**src/rtl/core/msb_first_hdlc_deframer_unit_defines.svh**
```systemverilog
// ----------------------------------------------------------------------------
// HDLC deframer assertion macros
// Shared concurrent assertion forms, clocked on clk and disabled in reset.
// ----------------------------------------------------------------------------
`ifndef MSB_FIRST_HDLC_DEFRAMER_UNIT_DEFINES_SVH
`define MSB_FIRST_HDLC_DEFRAMER_UNIT_DEFINES_SVH

// same-cycle implication
`define HDLCD_ASSERT_IMP(label, ante, cons, msg) \
  label: assert property (@(posedge clk) disable iff (rst) (ante) |-> (cons)) \
    else $error(msg);

// next-cycle implication
`define HDLCD_ASSERT_NEXT(label, ante, cons, msg) \
  label: assert property (@(posedge clk) disable iff (rst) (ante) |=> (cons)) \
    else $error(msg);

`endif

```
**src/rtl/core/hdlcd_pkg.sv**
```systemverilog
// ----------------------------------------------------------------------------
// HDLC deframer package
// Types, codes and the CRC-16/X-25 byte update shared by the deframer files.
// ----------------------------------------------------------------------------
package hdlcd_pkg;

  localparam logic [23:0] FLAG_TRIPLE     = 24'h7E7E7E;
  localparam logic [15:0] CRC_INIT        = 16'hFFFF;
  localparam logic [15:0] CRC_POLY        = 16'h8408;
  localparam logic [15:0] MIN_FRAME_BYTES = 16'd3;
  localparam logic [15:0] LIMIT_RESET     = 16'd256;

  // verdict codes on a closing result
  localparam logic [1:0] VERDICT_GOOD    = 2'd0;
  localparam logic [1:0] VERDICT_PASSED  = 2'd1;
  localparam logic [1:0] VERDICT_DISCARD = 2'd2;

  // configuration register indexes
  localparam logic CFG_CRC_ENFORCE = 1'b0;
  localparam logic CFG_BYTE_LIMIT  = 1'b1;

  typedef enum logic [2:0] {
    MODE_HUNT  = 3'b001,
    MODE_SYNC  = 3'b010,
    MODE_FRAME = 3'b100
  } mode_t;

  typedef struct packed {
    mode_t       mode;
    logic [23:0] bit_window;
    logic [2:0]  ones_run;
    logic [7:0]  byte_assembly;
    logic [2:0]  bits_in_byte;
    logic [7:0]  lag_old;
    logic [7:0]  lag_new;
    logic [15:0] byte_count;
    logic [15:0] crc_accum;
    logic        saw_nonzero;
  } state_t;

  typedef struct packed {
    logic       valid;
    logic [7:0] payload_byte;
    logic       frame_close;
    logic [1:0] verdict;
  } result_t;

  // reflected CRC-16 update over one byte, lsb first
  function automatic logic [15:0] crc_feed(input logic [15:0] crc, input logic [7:0] data);
    logic [15:0] c;
    c = crc ^ {8'h00, data};
    for (int k = 0; k < 8; k++) begin
      c = c[0] ? ((c >> 1) ^ CRC_POLY) : (c >> 1);
    end
    return c;
  endfunction

endpackage

```
**src/rtl/core/hdlcd_step.sv**
```systemverilog
// ----------------------------------------------------------------------------
// HDLC deframer bit step
// Next-state and result logic for one received bit: flag hunt, destuffing,
// byte assembly, two-byte lag, CRC update and the closing verdict.
// ----------------------------------------------------------------------------
module hdlcd_step (
  input  hdlcd_pkg::state_t  cur,
  input  logic               bit_in,
  input  logic               crc_enforce,
  input  logic [15:0]        frame_byte_limit,
  output hdlcd_pkg::state_t  nxt,
  output hdlcd_pkg::result_t res
);

  logic [2:0]  ones_inc;
  logic [7:0]  asm_byte;
  logic [15:0] count_inc;
  logic        crc_good;
  logic [1:0]  judge_verdict;
  logic        do_close;
  logic        do_hunt;
  logic        do_asm;
  logic [1:0]  close_verdict;

  assign ones_inc  = (cur.ones_run != 3'd7) ? cur.ones_run + 3'd1 : cur.ones_run;
  assign asm_byte  = {cur.byte_assembly[6:0], bit_in};
  assign count_inc = cur.byte_count + 16'd1;

  // check sequence verdict at a closing flag
  assign crc_good = cur.saw_nonzero && ((~cur.crc_accum) == {cur.lag_old, cur.lag_new});
  assign judge_verdict = (cur.byte_count < hdlcd_pkg::MIN_FRAME_BYTES) ?
                         hdlcd_pkg::VERDICT_DISCARD :
                         crc_good    ? hdlcd_pkg::VERDICT_GOOD :
                         crc_enforce ? hdlcd_pkg::VERDICT_DISCARD :
                                       hdlcd_pkg::VERDICT_PASSED;

  always_comb begin
    nxt            = cur;
    nxt.bit_window = {cur.bit_window[22:0], bit_in};
    res            = '0;
    do_close       = 1'b0;
    do_hunt        = 1'b0;
    do_asm         = 1'b0;
    close_verdict  = hdlcd_pkg::VERDICT_DISCARD;

    // mode decode
    unique case (cur.mode) inside
      hdlcd_pkg::MODE_HUNT: begin
        if (nxt.bit_window == hdlcd_pkg::FLAG_TRIPLE) begin
          nxt.mode          = hdlcd_pkg::MODE_SYNC;
          nxt.bit_window    = '0;
          nxt.ones_run      = '0;
          nxt.byte_assembly = '0;
          nxt.bits_in_byte  = '0;
          nxt.byte_count    = '0;
          nxt.crc_accum     = hdlcd_pkg::CRC_INIT;
          nxt.saw_nonzero   = 1'b0;
        end
      end
      hdlcd_pkg::MODE_SYNC, hdlcd_pkg::MODE_FRAME: begin
        if (bit_in) begin
          // seven ones: abort
          if (ones_inc == 3'd7) begin
            if (cur.mode == hdlcd_pkg::MODE_FRAME) begin
              do_close = 1'b1;
            end else begin
              do_hunt = 1'b1;
            end
          end else begin
            nxt.ones_run = ones_inc;
            do_asm       = 1'b1;
          end
        end else begin
          nxt.ones_run = '0;
          if (cur.ones_run == 3'd6) begin
            // flag seen
            if (cur.mode == hdlcd_pkg::MODE_FRAME) begin
              do_close      = 1'b1;
              close_verdict = judge_verdict;
            end else begin
              nxt.byte_assembly = '0;
              nxt.bits_in_byte  = '0;
            end
          end else if (cur.ones_run != 3'd5) begin
            // zero after five ones is a stuffed bit and is dropped
            do_asm = 1'b1;
          end
        end
      end
      default: do_hunt = 1'b1;
    endcase

    // byte assembly and lagged release
    if (do_asm) begin
      if (cur.bits_in_byte != 3'd7) begin
        nxt.byte_assembly = asm_byte;
        nxt.bits_in_byte  = cur.bits_in_byte + 3'd1;
      end else begin
        nxt.bits_in_byte  = '0;
        nxt.byte_assembly = '0;
        nxt.mode          = hdlcd_pkg::MODE_FRAME;
        nxt.byte_count    = count_inc;
        if (count_inc >= frame_byte_limit) begin
          do_close = 1'b1;
        end else begin
          if (count_inc >= hdlcd_pkg::MIN_FRAME_BYTES) begin
            res.valid        = 1'b1;
            res.payload_byte = cur.lag_old;
            nxt.crc_accum    = hdlcd_pkg::crc_feed(cur.crc_accum, cur.lag_old);
          end
          nxt.lag_old = cur.lag_new;
          nxt.lag_new = asm_byte;
          if (asm_byte != 8'h00) begin
            nxt.saw_nonzero = 1'b1;
          end
        end
      end
    end

    // closing result
    if (do_close) begin
      res.valid        = 1'b1;
      res.payload_byte = '0;
      res.frame_close  = 1'b1;
      res.verdict      = close_verdict;
      do_hunt          = 1'b1;
    end

    // back to flag hunt
    if (do_hunt) begin
      nxt.mode          = hdlcd_pkg::MODE_HUNT;
      nxt.bit_window    = '0;
      nxt.ones_run      = '0;
      nxt.byte_assembly = '0;
      nxt.bits_in_byte  = '0;
      nxt.byte_count    = '0;
    end
  end

endmodule

```
**src/rtl/core/msb_first_hdlc_deframer_unit.sv**
```systemverilog
// ----------------------------------------------------------------------------
// MSB-first HDLC deframer
// One received bit per transaction in; destuffed payload bytes and one
// closing verdict per frame out, with the FCS held back two bytes.
// ----------------------------------------------------------------------------
//  channel   direction  handshake              payload
//  in        input      in_valid / in_stall    rx_bit
//  out       output     out_valid / out_stall  payload_byte, frame_close, verdict
//  cfg       input      cfg_valid / cfg_ready  cfg_index, cfg_data
//
//  One bit per cycle while the output is not stalled: an input register and
//  a result register with the bit step between them. rst is synchronous and
//  clears the deframer to flag hunt and the registers to crc_enforce 1,
//  frame_byte_limit 256. A stalled output holds its result; the input
//  register still takes one more bit behind it.
// ----------------------------------------------------------------------------
`include "msb_first_hdlc_deframer_unit_defines.svh"

module msb_first_hdlc_deframer_unit (
  input  logic        clk,
  input  logic        rst,
  input  logic        in_valid,
  output logic        in_stall,
  input  logic        rx_bit,
  output logic        out_valid,
  input  logic        out_stall,
  output logic [7:0]  payload_byte,
  output logic        frame_close,
  output logic [1:0]  verdict,
  input  logic        cfg_valid,
  output logic        cfg_ready,
  input  logic        cfg_index,
  input  logic [15:0] cfg_data
);

  logic               in_full;
  logic               in_bit;
  logic               advance;
  logic               process;
  logic               crc_enforce;
  logic [15:0]        frame_byte_limit;
  hdlcd_pkg::state_t  state;
  hdlcd_pkg::state_t  state_next;
  hdlcd_pkg::result_t res;

  // handshake
  assign advance   = !out_valid || !out_stall;
  assign process   = in_full && advance;
  assign in_stall  = in_full && !advance;
  assign cfg_ready = 1'b1;

  // configuration registers
  always_ff @(posedge clk) begin
    if (rst) begin
      crc_enforce      <= 1'b1;
      frame_byte_limit <= hdlcd_pkg::LIMIT_RESET;
    end else if (cfg_valid && cfg_ready) begin
      unique case (cfg_index)
        hdlcd_pkg::CFG_CRC_ENFORCE: crc_enforce      <= cfg_data[0];
        hdlcd_pkg::CFG_BYTE_LIMIT:  frame_byte_limit <= cfg_data;
      endcase
    end
  end

  // input register
  always_ff @(posedge clk) begin
    if (rst) begin
      in_full <= 1'b0;
    end else if (in_valid && !in_stall) begin
      in_full <= 1'b1;
    end else if (process) begin
      in_full <= 1'b0;
    end
  end

  always_ff @(posedge clk) begin
    if (in_valid && !in_stall) begin
      in_bit <= rx_bit;
    end
  end

  // bit step
  hdlcd_step u_step (
    .cur              (state),
    .bit_in           (in_bit),
    .crc_enforce      (crc_enforce),
    .frame_byte_limit (frame_byte_limit),
    .nxt              (state_next),
    .res              (res)
  );

  // deframer state
  always_ff @(posedge clk) begin
    if (rst) begin
      state.mode          <= hdlcd_pkg::MODE_HUNT;
      state.bit_window    <= '0;
      state.ones_run      <= '0;
      state.byte_assembly <= '0;
      state.bits_in_byte  <= '0;
      state.byte_count    <= '0;
      state.crc_accum     <= hdlcd_pkg::CRC_INIT;
      state.saw_nonzero   <= 1'b0;
    end else if (process) begin
      state <= state_next;
    end
  end

  // result register
  always_ff @(posedge clk) begin
    if (rst) begin
      out_valid <= 1'b0;
    end else if (advance) begin
      out_valid <= process && res.valid;
    end
  end

  always_ff @(posedge clk) begin
    if (advance) begin
      payload_byte <= res.payload_byte;
      frame_close  <= res.frame_close;
      verdict      <= res.verdict;
    end
  end

  // checks
  `HDLCD_ASSERT_IMP(a_close_fields, out_valid && frame_close, payload_byte == 8'h00 && verdict != 2'd3, "closing result carries a payload byte or a bad verdict")
  `HDLCD_ASSERT_IMP(a_payload_verdict, out_valid && !frame_close, verdict == hdlcd_pkg::VERDICT_GOOD, "payload result carries a verdict")
  `HDLCD_ASSERT_NEXT(a_close_hunts, process && res.frame_close, state.mode == hdlcd_pkg::MODE_HUNT, "deframer not hunting after a close")

endmodule

```
**config.mk**
```make
export PLATFORM = sky130hd
export DESIGN_NAME = msb_first_hdlc_deframer_unit
export DESIGN_NICKNAME = d
export VERILOG_FILES = /design/src/rtl/core/hdlcd_pkg.sv /design/src/rtl/core/hdlcd_step.sv /design/src/rtl/core/msb_first_hdlc_deframer_unit.sv
export VERILOG_INCLUDE_DIRS = /design/src /design/src/rtl/core
export SDC_FILE = /design/constraint.sdc
export NUM_CORES = 1
export LEC_CHECK = 0
export BUFFER_PORTS_ARGS = -buffer_cell sky130_fd_sc_hd__buf_2
export CAP_MARGIN = 20
export CORE_ASPECT_RATIO = 1.1
export CORE_MARGIN = 1.5
export CORE_UTILIZATION = 37
export DETAILED_ROUTE_END_ITERATION = 10
export PLACE_DENSITY = 0.58
export SYNTH_ARGS = -nofsm -noshare
export SYNTH_HDL_FRONTEND = slang
export SYNTH_HIERARCHICAL = 1
export SYNTH_SLANG_ARGS = --single-unit
```
**constraint.sdc**
```tcl
create_clock -name clk -period 6.15 [get_ports clk]
set_clock_uncertainty 0.1 [all_clocks]
set_input_delay 0 -clock clk [delete_from_list [all_inputs] [get_ports clk]]
set_output_delay 0 -clock clk [all_outputs]
set_load 0.1 [all_outputs]
```
==> reports/qor.yml <==
dpl_worst_slack_ns: 1.578
drc_errors: 0
worst_pin_slew_ns: 1.042
hold_viol: 0
insertion_delay_ns: 0.42
avgSynthCellArea_sq_um: 8.642
cts_repair_resize_count: 0
wire_per_inst_microns: 14.38
rsz0062_at_grt: "false"
drive_gt1_share_pct: 12.26
overflow: 0
p_sw_mw: 0.4375
fp-row-count: 55
power_mw: 1.859
postSynthCellCount: 914
grt_pass1_vias: 5678
dieHeight_microns: 156.2
cap_violations: 0
netlist_area_sq_um: 7899
cp_slowest_stage_delay_ns: 0.56
port_buffers: 35
hold_class: "in -> reg"
final.period_utilization_pct: 74.74
fin_nets: 970
worstPathRequired_ns: 6.31
ant_nets: 0
p_comb_share_pct: 5.5
postPlaceCellArea_sq_um: 8090
numClockSinks: 119
p_per_area_nw_per_um2: 209.7
cell_internal_pwr_mw: 1.422
grt_max_degree: 88
cts_max_level: 4
swShare_pct: 23.53
pin_count: 37
p_clk_share_pct: 50.9
path_cells: "ha_1 > inv_1 > nor3_2 > nand3_1 > xnor2_1 > ha_1 > and4_1 > o211a_1 > o221ai_2 > a21oi_1 > a211oi_4 > buf_4 > o31ai_4 > buf_4 > mux2_1 > nor2_1 > mux2i_1"
core_sq_um: 20780
sequentialPowerShare_pct: 43.5
vdd_drop_max_uv: 134.7
fin_util_pct: 42.66
final.setup.tns_ns: 0
status: "complete, no violations"
cp_slowest_cell: "ha_1"
diodes: 0
cpLargestDelayFamily: "adder cells"
post_cts_buffers: 0
dr.pass1.iters: 5
dieArea_sq_um: 22230
cts.path.max_buffers: 2
yosys_warnings: 6
setup.worst_path.end_class: "flip-flop"
area.sequential_sq_um: 2663
fillers: 2084
initial_core_util_pct: 38.01
worstPathArrival_ns: 4.76
period_minus_slack_ns: 4.597
vias: 6164
leakagePower_nw: 3.394
grt_pass1_wl_microns: 28970
antenna_found_initial: 0
hpwl_microns: 11410
drt_iter0_markers: 389
max-slew-margin-rel_pct: 30.53
cts_tree: "done"
synth_nets: 959
die_x_microns: 142.3
area_growth_pct: 12.24
criticalPathCategory: "reg -> reg"
multi_input_area_sq_um: 4706
final_area_sq_um: 8866
path_buf_inv: 3
setup_violations: 0
cts_made_buffers: 17
via_per_inst: 5.040
timing.fmax_mhz: 217.5
startpoint_type: "flip-flop"
final-max-slew-violation-count: 0
worstPathMaxFanout: 26
routed_wl_microns: 17590
setup_slack_ns: 1.553
place_congestion: 0.8683
clkTransAtPathRegs_ns: 0.06
root_buffer: "clkbuf_16"
grt_util_all_layers_pct: 16.36
[power groups by stage]
stage          Sequential (mW)  Combinational (mW)  Clock (mW)
4_1_cts                  0.809               0.104       0.971
5_1_grt                  0.810               0.112        1.01
6_report                 0.809               0.103       0.947
2_1_floorplan            0.823              0.0812           0
3_5_place_dp             0.826              0.0938           0
3_3_place_gp             0.826              0.0927           0
[placed cells by master, fill, tap and decap left out, types with 3 or more instances in the layout]
master and instances:
o21a_1 5, xnor2_1 28, clkbuf_16 17, nand3_1 37, buf_2 34, inv_1 36, clkinv_2 3, a22oi_1 8
nor4_1 7, a211o_1 3, a31oi_1 4, nor3_1 11, nand4b_1 4, mux2i_1 89, nor2b_1 5, nor2_1 111
mux2_2 8, or3_1 4, edfxtp_1 28, nand2_1 49, buf_4 8, xor2_1 26, a21bo_2 15, dlygate4sd3_1 20
nor3b_1 3, and4_1 5, a21oi_1 43, ha_1 22, clkinv_4 6, clkinvlp_4 3, o21ai_0 22, nand2b_1 114
dfxtp_1 91, nand4_1 11, and3_1 7
[sequential cells by signal, summed over array words and instances, names as in the netlist]
signal / count
out_valid: 1
in_full: 1
payload_byte: 8
verdict: 2
crc_enforce: 1
frame_byte_limit: 16
in_bit: 1
state: 88
frame_close: 1
[layer usage]
| layer | up-vias | global-route usage [%] | part of all wire [%] |
|---|---|---|---|
| met5 | - | 0 | 0 |
| met4 | 0 | 7.069 | 2.3 |
| met3 | 29 | 2.907 | 3.3 |
| met2 | 103 | 26.18 | 46 |
| met1 | 2879 | 21.63 | 49 |
| li1 | 3153 | - | - |
[tightest hold or removal path, cell delays in order]
cell and delay [ns]:
buf_2 0.27, nand3_1 0.16, a21oi_1 0.05
[final timing paths]
path | slack [ns] | from | end | depth (start not counted)
setup / recovery | 1.55 | state[17] | state[13] | 17
setup reg to reg | 1.55 | state[17] | state[13] | 17
hold / removal | 0.02 | cfg_index | frame_byte_limit[0] | 3
hold reg to reg | 0.38 | in_full | out_valid | 2
[through the flow]
step / cells / hold WS (ns)
floorplan: 914 / -0.001131
global placement: 1170 / 0.08175
detailed placement: 1170 / 0.07810
CTS: 1222 / 0.004068
global route: 1223 / 0.04540
finish: 1223 / 0.01640
[timing repair]
item / CTS / global route
hold buffers: 20 / 0
endpoints found under the setup margin: 0 / 0
hold endpoints to repair: 33 / 0
[layout make-up]
type                    instances  share of cell area, %
clock buffers                  18                  4.953
clock inverters                14                  1.454
inverters                      36                  1.524
multi-input cells             688                  53.08
flip-flops and latches        119                  30.03
well taps                     285                  4.022
repair buffers                 63                  4.939
Power figures use the tool's default switching activity.
